[config.mk]
export PLATFORM = sky130hd
export DESIGN_NAME = firmware_update_session_controller
export DESIGN_NICKNAME = d
export VERILOG_FILES = /design/src/rtl/fusc_pkg.sv /design/src/rtl/fusc_fifo.sv /design/src/rtl/fusc_front.sv /design/src/rtl/fusc_back.sv /design/src/rtl/firmware_update_session_controller.sv
export SDC_FILE = /design/constraint.sdc
export NUM_CORES = 2
export LEC_CHECK = 0
export ABC_AREA = 1
export BUFFER_PORTS_ARGS = -buffer_cell sky130_fd_sc_hd__buf_4
export CAP_MARGIN = 30
export CELL_PAD_IN_SITES_DETAIL_PLACEMENT = 2
export CELL_PAD_IN_SITES_GLOBAL_PLACEMENT = 2
export CORE_AREA = 2 2 355 533
export CTS_CLUSTER_SIZE = 16
export DETAILED_ROUTE_END_ITERATION = 8
export DIE_AREA = 0 0 357 535
export PLACE_DENSITY = 0.76
export SLEW_MARGIN = 20
export SYNTH_ARGS = -nofsm -noshare
export SYNTH_HDL_FRONTEND = slang
export SYNTH_SLANG_ARGS = --single-unit
[constraint.sdc]
create_clock -name clk -period 17.3 [get_ports clk]
set_input_delay 3.46 -clock clk [delete_from_list [all_inputs] [get_ports clk]]
set_output_delay 3.46 -clock clk [all_outputs]
set_load 0.05 [all_outputs]
[src/rtl/fusc_pkg.sv]
// ----------------------------------------------------------------------------
// fusc_pkg
// Shared types and constants of the firmware update session controller.
// ----------------------------------------------------------------------------
package fusc_pkg;

	localparam int PacketBytes = 16;
	localparam int SectorBytes = 4096;
	localparam int SectorShift = $clog2(SectorBytes);
	localparam int CountWidth  = $clog2(PacketBytes + 1);
	localparam int InitLength  = 12;
	localparam int SendLength  = 3 + PacketBytes;
	localparam int MaxSectors  = 511;

	localparam int CmdDepth = 2;
	localparam int RspDepth = 2;

	localparam logic [19:0] TimeoutReset  = 20'd30000;
	localparam logic [20:0] MaxSizeReset  = 21'd1048576;
	localparam logic [31:0] SlotAReset    = 32'h0020_0000;
	localparam logic [31:0] SlotBReset    = 32'h0030_0000;
	localparam logic [20:0] IdleMax       = 21'h1F_FFFF;

	typedef enum logic [1:0] {
		REG_TIMEOUT  = 2'd0,
		REG_MAX_SIZE = 2'd1,
		REG_SLOT_A   = 2'd2,
		REG_SLOT_B   = 2'd3
	} cfg_reg_t;

	typedef enum logic [2:0] {
		OP_INIT    = 3'd0,
		OP_SEND    = 3'd1,
		OP_FINISH  = 3'd2,
		OP_VERSION = 3'd3,
		OP_ABORT   = 3'd4,
		OP_TICK    = 3'd5,
		OP_UNKNOWN = 3'd6
	} cmd_op_t;

	typedef enum logic [2:0] {
		RSP_ACK     = 3'd0,
		RSP_NACK    = 3'd1,
		RSP_READY   = 3'd2,
		RSP_CSUM    = 3'd3,
		RSP_VERSION = 3'd4,
		RSP_ERROR   = 3'd5
	} rsp_code_t;

	typedef enum logic [2:0] {
		ERR_NONE       = 3'd0,
		ERR_BAD_LENGTH = 3'd1,
		ERR_BUSY       = 3'd2,
		ERR_BAD_SIZE   = 3'd3,
		ERR_BAD_ADDR   = 3'd4
	} err_t;

	typedef enum logic [1:0] {
		FLASH_NONE  = 2'd0,
		FLASH_ERASE = 2'd1,
		FLASH_WRITE = 2'd2
	} flash_op_t;

	typedef struct packed {
		logic [19:0] idle_limit;
		logic [20:0] max_image_size;
		logic [31:0] slot_a_address;
		logic [31:0] slot_b_address;
	} cfg_t;

	// classified command as it travels from front to back
	typedef struct packed {
		cmd_op_t       op;
		logic          len_ok;
		logic          csum_ok;
		logic [31:0]   version;
		logic [31:0]   address;
		logic [31:0]   size;
		logic [8:0]    sectors;
		logic [15:0]   seq;
		logic [127:0]  data;
	} cmd_t;

	typedef struct packed {
		rsp_code_t    response;
		err_t         error_detail;
		flash_op_t    flash_op;
		logic [31:0]  flash_address;
		logic [8:0]   flash_length;
		logic [63:0]  write_data_low;
		logic [63:0]  write_data_high;
		logic [31:0]  active_version;
		logic [31:0]  fallback_version;
		logic [31:0]  active_address;
		logic [31:0]  fallback_address;
	} rsp_t;

	typedef struct packed {
		logic busy;
	} status_t;

endpackage

[src/rtl/fusc_fifo.sv]
// ----------------------------------------------------------------------------
// fusc_fifo
// Small register queue with first-word fall-through read.
// ----------------------------------------------------------------------------
module fusc_fifo
	import fusc_pkg::*;
#(
	parameter int Width = 8,
	parameter int Depth = 2
) (
	input  logic             clk,
	input  logic             arst_n,
	input  logic             push,
	input  logic [Width-1:0] wdata,
	output logic             full,
	input  logic             pop,
	output logic [Width-1:0] rdata,
	output logic             empty
);

	localparam int PtrW = (Depth > 1) ? $clog2(Depth) : 1;
	localparam int CntW = $clog2(Depth + 1);

	logic [Width-1:0] mem_q [Depth];
	logic [PtrW-1:0]  wr_ptr_q;
	logic [PtrW-1:0]  rd_ptr_q;
	logic [CntW-1:0]  count_q;
	logic             do_push;
	logic             do_pop;

	assign full    = (count_q == CntW'(Depth));
	assign empty   = (count_q == '0);
	assign do_push = push && !full;
	assign do_pop  = pop && !empty;
	assign rdata   = mem_q[rd_ptr_q];

	always_ff @(posedge clk) begin
		if (do_push) begin
			mem_q[wr_ptr_q] <= wdata;
		end
	end

	always_ff @(posedge clk or negedge arst_n) begin
		if (!arst_n) begin
			wr_ptr_q <= '0;
			rd_ptr_q <= '0;
			count_q  <= '0;
		end else begin
			if (do_push) begin
				wr_ptr_q <= (wr_ptr_q == PtrW'(Depth - 1)) ? '0 : wr_ptr_q + 1'b1;
			end
			if (do_pop) begin
				rd_ptr_q <= (rd_ptr_q == PtrW'(Depth - 1)) ? '0 : rd_ptr_q + 1'b1;
			end
			if (do_push && !do_pop) begin
				count_q <= count_q + 1'b1;
			end else if (do_pop && !do_push) begin
				count_q <= count_q - 1'b1;
			end
		end
	end

endmodule

[src/rtl/fusc_front.sv]
// ----------------------------------------------------------------------------
// fusc_front
// Decodes a host command and precomputes everything that needs no session
// state: length checks, packet XOR check and the erase sector count.
// ----------------------------------------------------------------------------
module fusc_front
	import fusc_pkg::*;
(
	input  logic [2:0]  mode,
	input  logic [7:0]  payload_length,
	input  logic [31:0] image_version,
	input  logic [31:0] dest_address,
	input  logic [31:0] image_size,
	input  logic [15:0] packet_number,
	input  logic [7:0]  packet_check,
	input  logic [63:0] packet_data_low,
	input  logic [63:0] packet_data_high,
	output cmd_t        cmd
);

	cmd_op_t      op;
	logic [127:0] data;
	logic [7:0]   xsum;
	logic [32:0]  rounded;
	logic [32:0]  sectors_full;

	always_comb begin
		unique case (mode)
			OP_INIT:    op = OP_INIT;
			OP_SEND:    op = OP_SEND;
			OP_FINISH:  op = OP_FINISH;
			OP_VERSION: op = OP_VERSION;
			OP_ABORT:   op = OP_ABORT;
			OP_TICK:    op = OP_TICK;
			default:    op = OP_UNKNOWN;
		endcase
	end

	assign data = {packet_data_high, packet_data_low};

	always_comb begin
		xsum = '0;
		for (int i = 0; i < PacketBytes; i++) begin
			xsum = xsum ^ data[8*i +: 8];
		end
	end

	// ceil(size / sector), held at the largest count the port can carry
	assign rounded      = {1'b0, image_size} + 33'(SectorBytes - 1);
	assign sectors_full = rounded >> SectorShift;

	always_comb begin
		cmd         = '0;
		cmd.op      = op;
		cmd.len_ok  = (op == OP_SEND) ? (payload_length == 8'(SendLength))
		                              : (payload_length == 8'(InitLength));
		cmd.csum_ok = (xsum == packet_check);
		cmd.version = image_version;
		cmd.address = dest_address;
		cmd.size    = image_size;
		cmd.sectors = (sectors_full > 33'(MaxSectors)) ? 9'(MaxSectors) : sectors_full[8:0];
		cmd.seq     = packet_number;
		cmd.data    = data;
	end

endmodule

[src/rtl/fusc_back.sv]
// ----------------------------------------------------------------------------
// fusc_back
// Holds the update session and image records and carries out one command
// per cycle while the result queue has room, producing at most one response.
// ----------------------------------------------------------------------------
module fusc_back
	import fusc_pkg::*;
(
	input  logic    clk,
	input  logic    arst_n,
	input  cfg_t    cfg,
	input  cmd_t    cmd,
	input  logic    cmd_valid,
	output logic    cmd_pop,
	input  logic    rsp_room,
	output logic    rsp_push,
	output rsp_t    rsp,
	output status_t status
);

	logic        busy_q,            busy_d;
	logic [31:0] pending_version_q, pending_version_d;
	logic [31:0] slot_address_q,    slot_address_d;
	logic [20:0] total_size_q,      total_size_d;
	logic [20:0] received_count_q,  received_count_d;
	logic [15:0] next_sequence_q,   next_sequence_d;
	logic [20:0] idle_count_q,      idle_count_d;
	logic [31:0] live_version_q,    live_version_d;
	logic [31:0] spare_version_q,   spare_version_d;
	logic [31:0] live_address_q,    live_address_d;
	logic [31:0] spare_address_q,   spare_address_d;

	logic                  fire;
	logic                  has_rsp;
	logic [20:0]           idle_inc;
	logic [20:0]           remain;
	logic [CountWidth-1:0] count;
	logic [127:0]          kept;

	assign fire    = cmd_valid && rsp_room;
	assign cmd_pop = fire;
	assign rsp_push = fire && has_rsp;
	assign status.busy = busy_q;

	assign idle_inc = (idle_count_q == IdleMax) ? idle_count_q : idle_count_q + 1'b1;
	assign remain   = (total_size_q >= received_count_q) ? total_size_q - received_count_q
	                                                     : '0;
	assign count    = (remain < 21'(PacketBytes)) ? CountWidth'(remain)
	                                              : CountWidth'(PacketBytes);

	// drop data bytes past the clipped count
	always_comb begin
		kept = '0;
		for (int i = 0; i < PacketBytes; i++) begin
			if (CountWidth'(i) < count) begin
				kept[8*i +: 8] = cmd.data[8*i +: 8];
			end
		end
	end

	always_comb begin
		busy_d            = busy_q;
		pending_version_d = pending_version_q;
		slot_address_d    = slot_address_q;
		total_size_d      = total_size_q;
		received_count_d  = received_count_q;
		next_sequence_d   = next_sequence_q;
		idle_count_d      = '0;
		live_version_d    = live_version_q;
		spare_version_d   = spare_version_q;
		live_address_d    = live_address_q;
		spare_address_d   = spare_address_q;
		has_rsp           = 1'b1;
		rsp               = '0;

		unique case (cmd.op)
			OP_TICK: begin
				has_rsp      = 1'b0;
				idle_count_d = idle_count_q;
				if (busy_q) begin
					idle_count_d = idle_inc;
					if (idle_inc > {1'b0, cfg.idle_limit}) begin
						busy_d       = 1'b0;
						has_rsp      = 1'b1;
						rsp.response = RSP_ACK;
					end
				end
			end
			OP_INIT: begin
				rsp.response = RSP_ERROR;
				if (!cmd.len_ok) begin
					rsp.error_detail = ERR_BAD_LENGTH;
				end else if (busy_q) begin
					rsp.error_detail = ERR_BUSY;
				end else if (cmd.size == '0 || cmd.size > {11'b0, cfg.max_image_size}) begin
					rsp.error_detail = ERR_BAD_SIZE;
				end else if (cmd.address != cfg.slot_a_address
				          && cmd.address != cfg.slot_b_address) begin
					rsp.error_detail = ERR_BAD_ADDR;
				end else begin
					busy_d            = 1'b1;
					pending_version_d = cmd.version;
					slot_address_d    = cmd.address;
					total_size_d      = cmd.size[20:0];
					received_count_d  = '0;
					next_sequence_d   = '0;
					rsp.response      = RSP_READY;
					rsp.flash_op      = FLASH_ERASE;
					rsp.flash_address = cmd.address;
					rsp.flash_length  = cmd.sectors;
				end
			end
			OP_SEND: begin
				if (!busy_q || !cmd.len_ok || cmd.seq != next_sequence_q) begin
					rsp.response = RSP_NACK;
				end else if (!cmd.csum_ok) begin
					rsp.response = RSP_CSUM;
				end else begin
					rsp.response = RSP_ACK;
					if (count != '0) begin
						rsp.flash_op        = FLASH_WRITE;
						rsp.flash_address   = slot_address_q + {11'b0, received_count_q};
						rsp.flash_length    = 9'(count);
						rsp.write_data_low  = kept[63:0];
						rsp.write_data_high = kept[127:64];
					end
					received_count_d = received_count_q + 21'(count);
					next_sequence_d  = next_sequence_q + 1'b1;
				end
			end
			OP_FINISH: begin
				if (!busy_q || received_count_q != total_size_q) begin
					rsp.response = RSP_NACK;
				end else begin
					spare_version_d = live_version_q;
					spare_address_d = live_address_q;
					live_version_d  = pending_version_q;
					live_address_d  = slot_address_q;
					busy_d          = 1'b0;
					rsp.response    = RSP_ACK;
				end
			end
			OP_VERSION: begin
				rsp.response         = RSP_VERSION;
				rsp.active_version   = live_version_q;
				rsp.fallback_version = spare_version_q;
				rsp.active_address   = live_address_q;
				rsp.fallback_address = spare_address_q;
			end
			OP_ABORT: begin
				if (busy_q) begin
					busy_d       = 1'b0;
					rsp.response = RSP_ACK;
				end else begin
					rsp.response = RSP_NACK;
				end
			end
			default: begin
				rsp.response = RSP_ERROR;
			end
		endcase
	end

	always_ff @(posedge clk or negedge arst_n) begin
		if (!arst_n) begin
			busy_q            <= 1'b0;
			pending_version_q <= '0;
			slot_address_q    <= '0;
			total_size_q      <= '0;
			received_count_q  <= '0;
			next_sequence_q   <= '0;
			idle_count_q      <= '0;
			live_version_q    <= '0;
			spare_version_q   <= '0;
			live_address_q    <= '0;
			spare_address_q   <= '0;
		end else if (fire) begin
			busy_q            <= busy_d;
			pending_version_q <= pending_version_d;
			slot_address_q    <= slot_address_d;
			total_size_q      <= total_size_d;
			received_count_q  <= received_count_d;
			next_sequence_q   <= next_sequence_d;
			idle_count_q      <= idle_count_d;
			live_version_q    <= live_version_d;
			spare_version_q   <= spare_version_d;
			live_address_q    <= live_address_d;
			spare_address_q   <= spare_address_d;
		end
	end

endmodule

[src/rtl/firmware_update_session_controller.sv]
// ----------------------------------------------------------------------------
// firmware_update_session_controller
// Runs one firmware update session from decoded host commands and ticks.
//
// Commands enter through a queue-style port: present the decoded fields and
// raise push; the transaction completes on an edge where full is low. A
// millisecond tick is a command of its own mode. Each command yields zero or
// one response, read from the result port: while empty is low the oldest
// response sits on the result fields, and pop takes it.
// A command is registered in the command queue, then carried out by the
// session unit, whose response is registered in the result queue and from
// there appears on the result fields. The block takes one command per cycle;
// the session unit updates its state as it takes each command, so back-to-back
// commands keep that rate as long as responses are popped.
// If the consumer stalls, responses collect in a two-entry result queue,
// then the session unit holds and the two-entry command queue fills, after
// which full rises. Nothing is dropped.
// Reset clears both queues, the session and the image records and loads the
// register defaults. Registers sit on the APB port at 4-byte strides; the user
// writes them only while no command is in flight; the block does not enforce it.
// ----------------------------------------------------------------------------
module firmware_update_session_controller
	import fusc_pkg::*;
#(
	parameter int CMD_DEPTH = CmdDepth,
	parameter int RSP_DEPTH = RspDepth
) (
	input  logic        clk,
	input  logic        arst_n,
	// command channel
	input  logic        push,
	output logic        full,
	input  logic [2:0]  mode,
	input  logic [7:0]  payload_length,
	input  logic [31:0] image_version,
	input  logic [31:0] dest_address,
	input  logic [31:0] image_size,
	input  logic [15:0] packet_number,
	input  logic [7:0]  packet_check,
	input  logic [63:0] packet_data_low,
	input  logic [63:0] packet_data_high,
	// response channel
	output logic        empty,
	input  logic        pop,
	output logic [2:0]  response,
	output logic [2:0]  error_detail,
	output logic [1:0]  flash_op,
	output logic [31:0] flash_address,
	output logic [8:0]  flash_length,
	output logic [63:0] write_data_low,
	output logic [63:0] write_data_high,
	output logic [31:0] active_version,
	output logic [31:0] fallback_version,
	output logic [31:0] active_address,
	output logic [31:0] fallback_address,
	// register port
	input  logic        psel,
	input  logic        penable,
	input  logic        pwrite,
	input  logic [3:0]  paddr,
	input  logic [31:0] pwdata,
	output logic [31:0] prdata,
	output logic        pready
);

	localparam int CmdW = $bits(cmd_t);
	localparam int RspW = $bits(rsp_t);

	cfg_t        cfg_q;
	cfg_reg_t    reg_sel;
	logic        reg_write;

	cmd_t        front_cmd;
	logic [CmdW-1:0] cmd_rdata;
	logic        cmd_empty;
	logic        cmd_pop;

	rsp_t        back_rsp;
	logic        rsp_push;
	logic        rsp_full;
	logic [RspW-1:0] rsp_rdata;
	rsp_t        out_rsp;
	status_t     status;

	// register port: zero-wait, write on the access phase
	assign pready    = 1'b1;
	assign reg_sel   = cfg_reg_t'(paddr[3:2]);
	assign reg_write = psel && penable && pwrite && pready;

	always_ff @(posedge clk or negedge arst_n) begin
		if (!arst_n) begin
			cfg_q.idle_limit     <= TimeoutReset;
			cfg_q.max_image_size <= MaxSizeReset;
			cfg_q.slot_a_address <= SlotAReset;
			cfg_q.slot_b_address <= SlotBReset;
		end else if (reg_write) begin
			unique case (reg_sel)
				REG_TIMEOUT:  cfg_q.idle_limit     <= pwdata[19:0];
				REG_MAX_SIZE: cfg_q.max_image_size <= pwdata[20:0];
				REG_SLOT_A:   cfg_q.slot_a_address <= pwdata;
				REG_SLOT_B:   cfg_q.slot_b_address <= pwdata;
				default:      cfg_q.slot_b_address <= cfg_q.slot_b_address;
			endcase
		end
	end

	always_comb begin
		unique case (reg_sel)
			REG_TIMEOUT:  prdata = {12'b0, cfg_q.idle_limit};
			REG_MAX_SIZE: prdata = {11'b0, cfg_q.max_image_size};
			REG_SLOT_A:   prdata = cfg_q.slot_a_address;
			REG_SLOT_B:   prdata = cfg_q.slot_b_address;
			default:      prdata = '0;
		endcase
	end

	// front: classify the incoming transaction
	fusc_front u_front (
		.mode             (mode),
		.payload_length   (payload_length),
		.image_version    (image_version),
		.dest_address     (dest_address),
		.image_size       (image_size),
		.packet_number    (packet_number),
		.packet_check     (packet_check),
		.packet_data_low  (packet_data_low),
		.packet_data_high (packet_data_high),
		.cmd              (front_cmd)
	);

	// command queue decouples host pushes from the session unit
	fusc_fifo #(
		.Width (CmdW),
		.Depth (CMD_DEPTH)
	) u_cmd_fifo (
		.clk    (clk),
		.arst_n (arst_n),
		.push   (push),
		.wdata  (front_cmd),
		.full   (full),
		.pop    (cmd_pop),
		.rdata  (cmd_rdata),
		.empty  (cmd_empty)
	);

	// back: advance the session only when the result queue has room
	fusc_back u_back (
		.clk       (clk),
		.arst_n    (arst_n),
		.cfg       (cfg_q),
		.cmd       (cmd_t'(cmd_rdata)),
		.cmd_valid (!cmd_empty),
		.cmd_pop   (cmd_pop),
		.rsp_room  (!rsp_full),
		.rsp_push  (rsp_push),
		.rsp       (back_rsp),
		.status    (status)
	);

	// result queue: hold responses while the consumer stalls
	fusc_fifo #(
		.Width (RspW),
		.Depth (RSP_DEPTH)
	) u_rsp_fifo (
		.clk    (clk),
		.arst_n (arst_n),
		.push   (rsp_push),
		.wdata  (back_rsp),
		.full   (rsp_full),
		.pop    (pop),
		.rdata  (rsp_rdata),
		.empty  (empty)
	);

	assign out_rsp          = rsp_t'(rsp_rdata);
	assign response         = out_rsp.response;
	assign error_detail     = out_rsp.error_detail;
	assign flash_op         = out_rsp.flash_op;
	assign flash_address    = out_rsp.flash_address;
	assign flash_length     = out_rsp.flash_length;
	assign write_data_low   = out_rsp.write_data_low;
	assign write_data_high  = out_rsp.write_data_high;
	assign active_version   = out_rsp.active_version;
	assign fallback_version = out_rsp.fallback_version;
	assign active_address   = out_rsp.active_address;
	assign fallback_address = out_rsp.fallback_address;

`ifndef SYNTHESIS
	// a session only opens with a ready response
	a_open_with_ready: assert property (@(posedge clk) disable iff (!arst_n)
		$rose(status.busy) |-> $past(rsp_push && back_rsp.response == RSP_READY))
		else $error("session opened without a ready response");

	// a session only closes with a response (finish, abort or timeout)
	a_close_with_rsp: assert property (@(posedge clk) disable iff (!arst_n)
		$fell(status.busy) |-> $past(rsp_push && back_rsp.response == RSP_ACK))
		else $error("session closed without an ack response");

	// the session unit never advances into a full result queue
	a_no_rsp_overflow: assert property (@(posedge clk) disable iff (!arst_n)
		cmd_pop |-> !rsp_full)
		else $error("command executed while result queue full");
`endif

endmodule
==> reports/qor.csv <==
stage,metric,value,unit
drt,wl_per_cell,24.9,µm
synthesis,async_reset_ff_share,25.6,%
cells_and_area,mostFrequentLayoutCell,nand2_1,
place,io_buffers,638,
synthesis,yosys.area_share.simple,16.5,%
drt,drc_errors,0,
cells_and_area,drive_gt1_share,14.9,%
timing,worst_pin_slew,1.07,ns
timing,maxSlewHeadroom,28.6,%
timing,skew,0.0702,ns
global_route,grt_overflow,0,
synthesis,synth_compound_area_share,6.20,%
synthesis,ys_types,67,
worst_hold_path,hold-path-cell-count,2,
setup_path,r2r_cells,29,
global_route,grt_pass1_vias,53100,
setup_path,start_kind,flop,
global_route,antenna_found_initial,13,
clocking,cts_sinks,1503,
setup_path,required,17.71,ns
synthesis,syn_avg_cell_area,10.6,µm²
floorplan,rows,194,
synthesis,synth_area,64900,µm²
floorplan,core,186000,µm²
setup_path,cp_num_cells,29,
setup_path,cp_max_fo,57,
power,p_int,8.34,mW
timing,fmax,116,MHz
floorplan,io_pins,642,
timing,whs,0.485,ns
power,ir_drop,0.301,mV
clocking,cts_hold_buf,0,
cells_and_area,final_cells,9341,
power,p_leak,32.5,nW
synthesis,yosys_warnings,0,
floorplan,dieArea,191000,µm²
clocking,cts_max_level,4,
clocking,cts.clk_slew.worst_paths,0.06,ns
synthesis,synth-edff-count,1118,
place,dp.cells,9046,
outcome,status,"complete, no violations",
clocking,root_buffer,clkbuf_16,
clocking,cts_buffers,161,
place,post-dp-hpwl,165,mm
synthesis,syn-instance-count,6114,
setup_path,path_class,flop to flop,
clocking,worstSkewPairLatency,0.83,ns
timing,fin_crit,8.62,ns
timing,period_share,49.8,%
timing,setup_viol,0,
synthesis,syn_nets,6511,
place,post_dp_cell_area,72700,µm²
synthesis,synthAdderAreaFrac,1.86,%
power,power_density,191,nW/µm²
drt,drtPass1Iterations,5,
cells_and_area,final_cell_mix,"nand2_1 (2081), edfxtp_1 (1118), buf_4 (687)",
timing,tns,0,ns
setup_path,worst_setup_path_end_kind,flop,
cells_and_area,layout.nets,7161,
timing,slew_violations,0,
setup_path,worstPathArrival,9.03,ns
synthesis,synth_flop_cell,edfxtp_1,
drt,vias,47400,
power,power_frac_seq,37.0,%
synthesis,ys_seq_elements,1503,
power,power.switching,6.50,mW
global_route,grt_max_degree,168,
synthesis,synth_top_family_by_area,simple AND/OR/NAND/NOR gates,
flow_run,max-cap-violations,0,
drt,wl,233,mm
power,power,14.8,mW
power,pwr-share-clk,22.5,%
power,combPwrFrac,40.6,%
drt,antenna_left,0,
clocking,post_cts_resize_count,0,
clocking,cts_buffer_depth,4,
global_route,grt_pass1_wl,343,mm
floorplan,initial_core_util,34.9,%
cells_and_area,syn_to_final_growth,19.6,%
clocking,postCtsSetupRepairBufs,0,
synthesis,seq_area_frac_synth,66.5,%
cells_and_area,post-route-cell-area,77700,µm²
setup_path,path_buf_inv,8,
clocking,cts_tree,yes,
global_route,track_usage,24.0,%
place,routabilityCongestion,0.863,
drt,via_per_inst,5.07,
setup_path,cp_top_family,buffers and inverters,
timing,rsz0062_at_grt,false,
floorplan,die_h,535,µm
setup_path,cpPeakStageDelay,0.80,ns
power,switching_share,43.8,%
worst_hold_path,hp-class,flop to flop,
timing,finalHoldViolCount,0,
synthesis,muxShareOfSynthArea,1.22,%
floorplan,die_w,357,µm
drt,drt_iter0_drc,2750,
setup_path,cpMaxStageDelayCell,buf_4,
synthesis,synthXorXnorAreaFrac,2.99,%
[per-stage QoR]
stage,utilization [%],worst slack (ns)
CTS,41.7,8.53
detailed placement,39.1,8.72
floorplan,-,0.458
finish,41.8,8.68
global placement,39.0,8.57
global route,41.8,8.25
[synth_stat cells, types with 81 or more instances]
library cell | number | area [µm²]
dfrtp_1 | 374 | 9360
clkbuf_1 | 177 | 664
inv_1 | 553 | 2080
nand3_1 | 81 | 405
xnor2_1 | 92 | 806
ha_1 | 92 | 1150
edfxtp_1 | 1118 | 33600
a21oi_1 | 200 | 1000
xor2_1 | 130 | 1140
nand2_1 | 2081 | 7810
o21ai_0 | 418 | 2090
nor2_1 | 331 | 1240
[logic make-up (layout without fill, tap and decap cells)]
logic type / Yosys count / count (layout)
AO/OA/AOI/OAI: 744 / 744
XOR/XNOR: 222 / 222
adder cells (fa/ha/maj): 95 / 95
buffers and inverters: 782 / 1547
flip-flops: 1503 / 1503
multiplexers: 78 / 78
other: 1 / 13
AND/OR/NAND/NOR: 2689 / 2689
[final timing paths]
check | startpoint | endpoint | slack [ns]
max | u_back.idle_count_q[0] | u_rsp_fifo.mem_q[0][67] | 8.68
min | u_back.pending_version_q[12] | u_back.live_version_q[12] | 0.49
max reg2reg | u_back.idle_count_q[0] | u_rsp_fifo.mem_q[0][67] | 8.68
min reg2reg | u_back.pending_version_q[12] | u_back.live_version_q[12] | 0.49
max in group asynchronous | arst_n | u_back.live_address_q[12] | 12.45
min in group asynchronous | arst_n | u_back.next_sequence_q[10] | 2.67
[worst reg2reg max path: cells and delay by family (launching register included)]
kind,cells,cell delay (ns)
buffers and inverters,8,3.52
AOI/OAI and AO/OA,4,1.12
and+or+nand+nor,14,2.28
adders and majority gates,2,0.58
DFF,1,0.41
xor gates and xnor gates,1,0.25
[power by group through the flow]
stage	clock network [mW]	registers [mW]	logic (mW)
2_1_floorplan	0	5.90	3.69
3_3_place_gp	0	5.46	5.88
3_5_place_dp	0	5.55	6.05
4_1_cts	3.42	5.49	6.10
5_1_grt	3.53	5.57	6.39
6_report	3.33	5.49	6.02
[cell type report]
type	count	area, µm²
sequential	1503	43200
timing repair buffer	706	5550
clock inverter	57	458
multi-input combinational	3829	18800
antenna	12	30.0
clock buffer	221	4430
fill	19600	108000
inverter	563	2130
tap	2450	3070
[sequential cells by signal, indices dropped and copies added (netlist names), 32 cells and up]
name	cells
u_back.live_address_q	32
u_rsp_fifo.mem_q	610
u_cmd_fifo.mem_q	508
u_back.pending_version_q	32
u_back.spare_address_q	32
cfg_q	105
u_back.live_version_q	32
u_back.slot_address_q	32
u_back.spare_version_q	32
[layer usage]
layer | vias to the layer above | GRT usage (%) | part of all wire (%)
met4 | 6 | 9.30 | 4.1
met5 | - | 0 | 0.018
li1 | 21600 | - | -
met2 | 1099 | 44.1 | 53
met3 | 352 | 3.85 | 4.9
met1 | 24400 | 27.8 | 39
(Power assumes the default switching activity.)
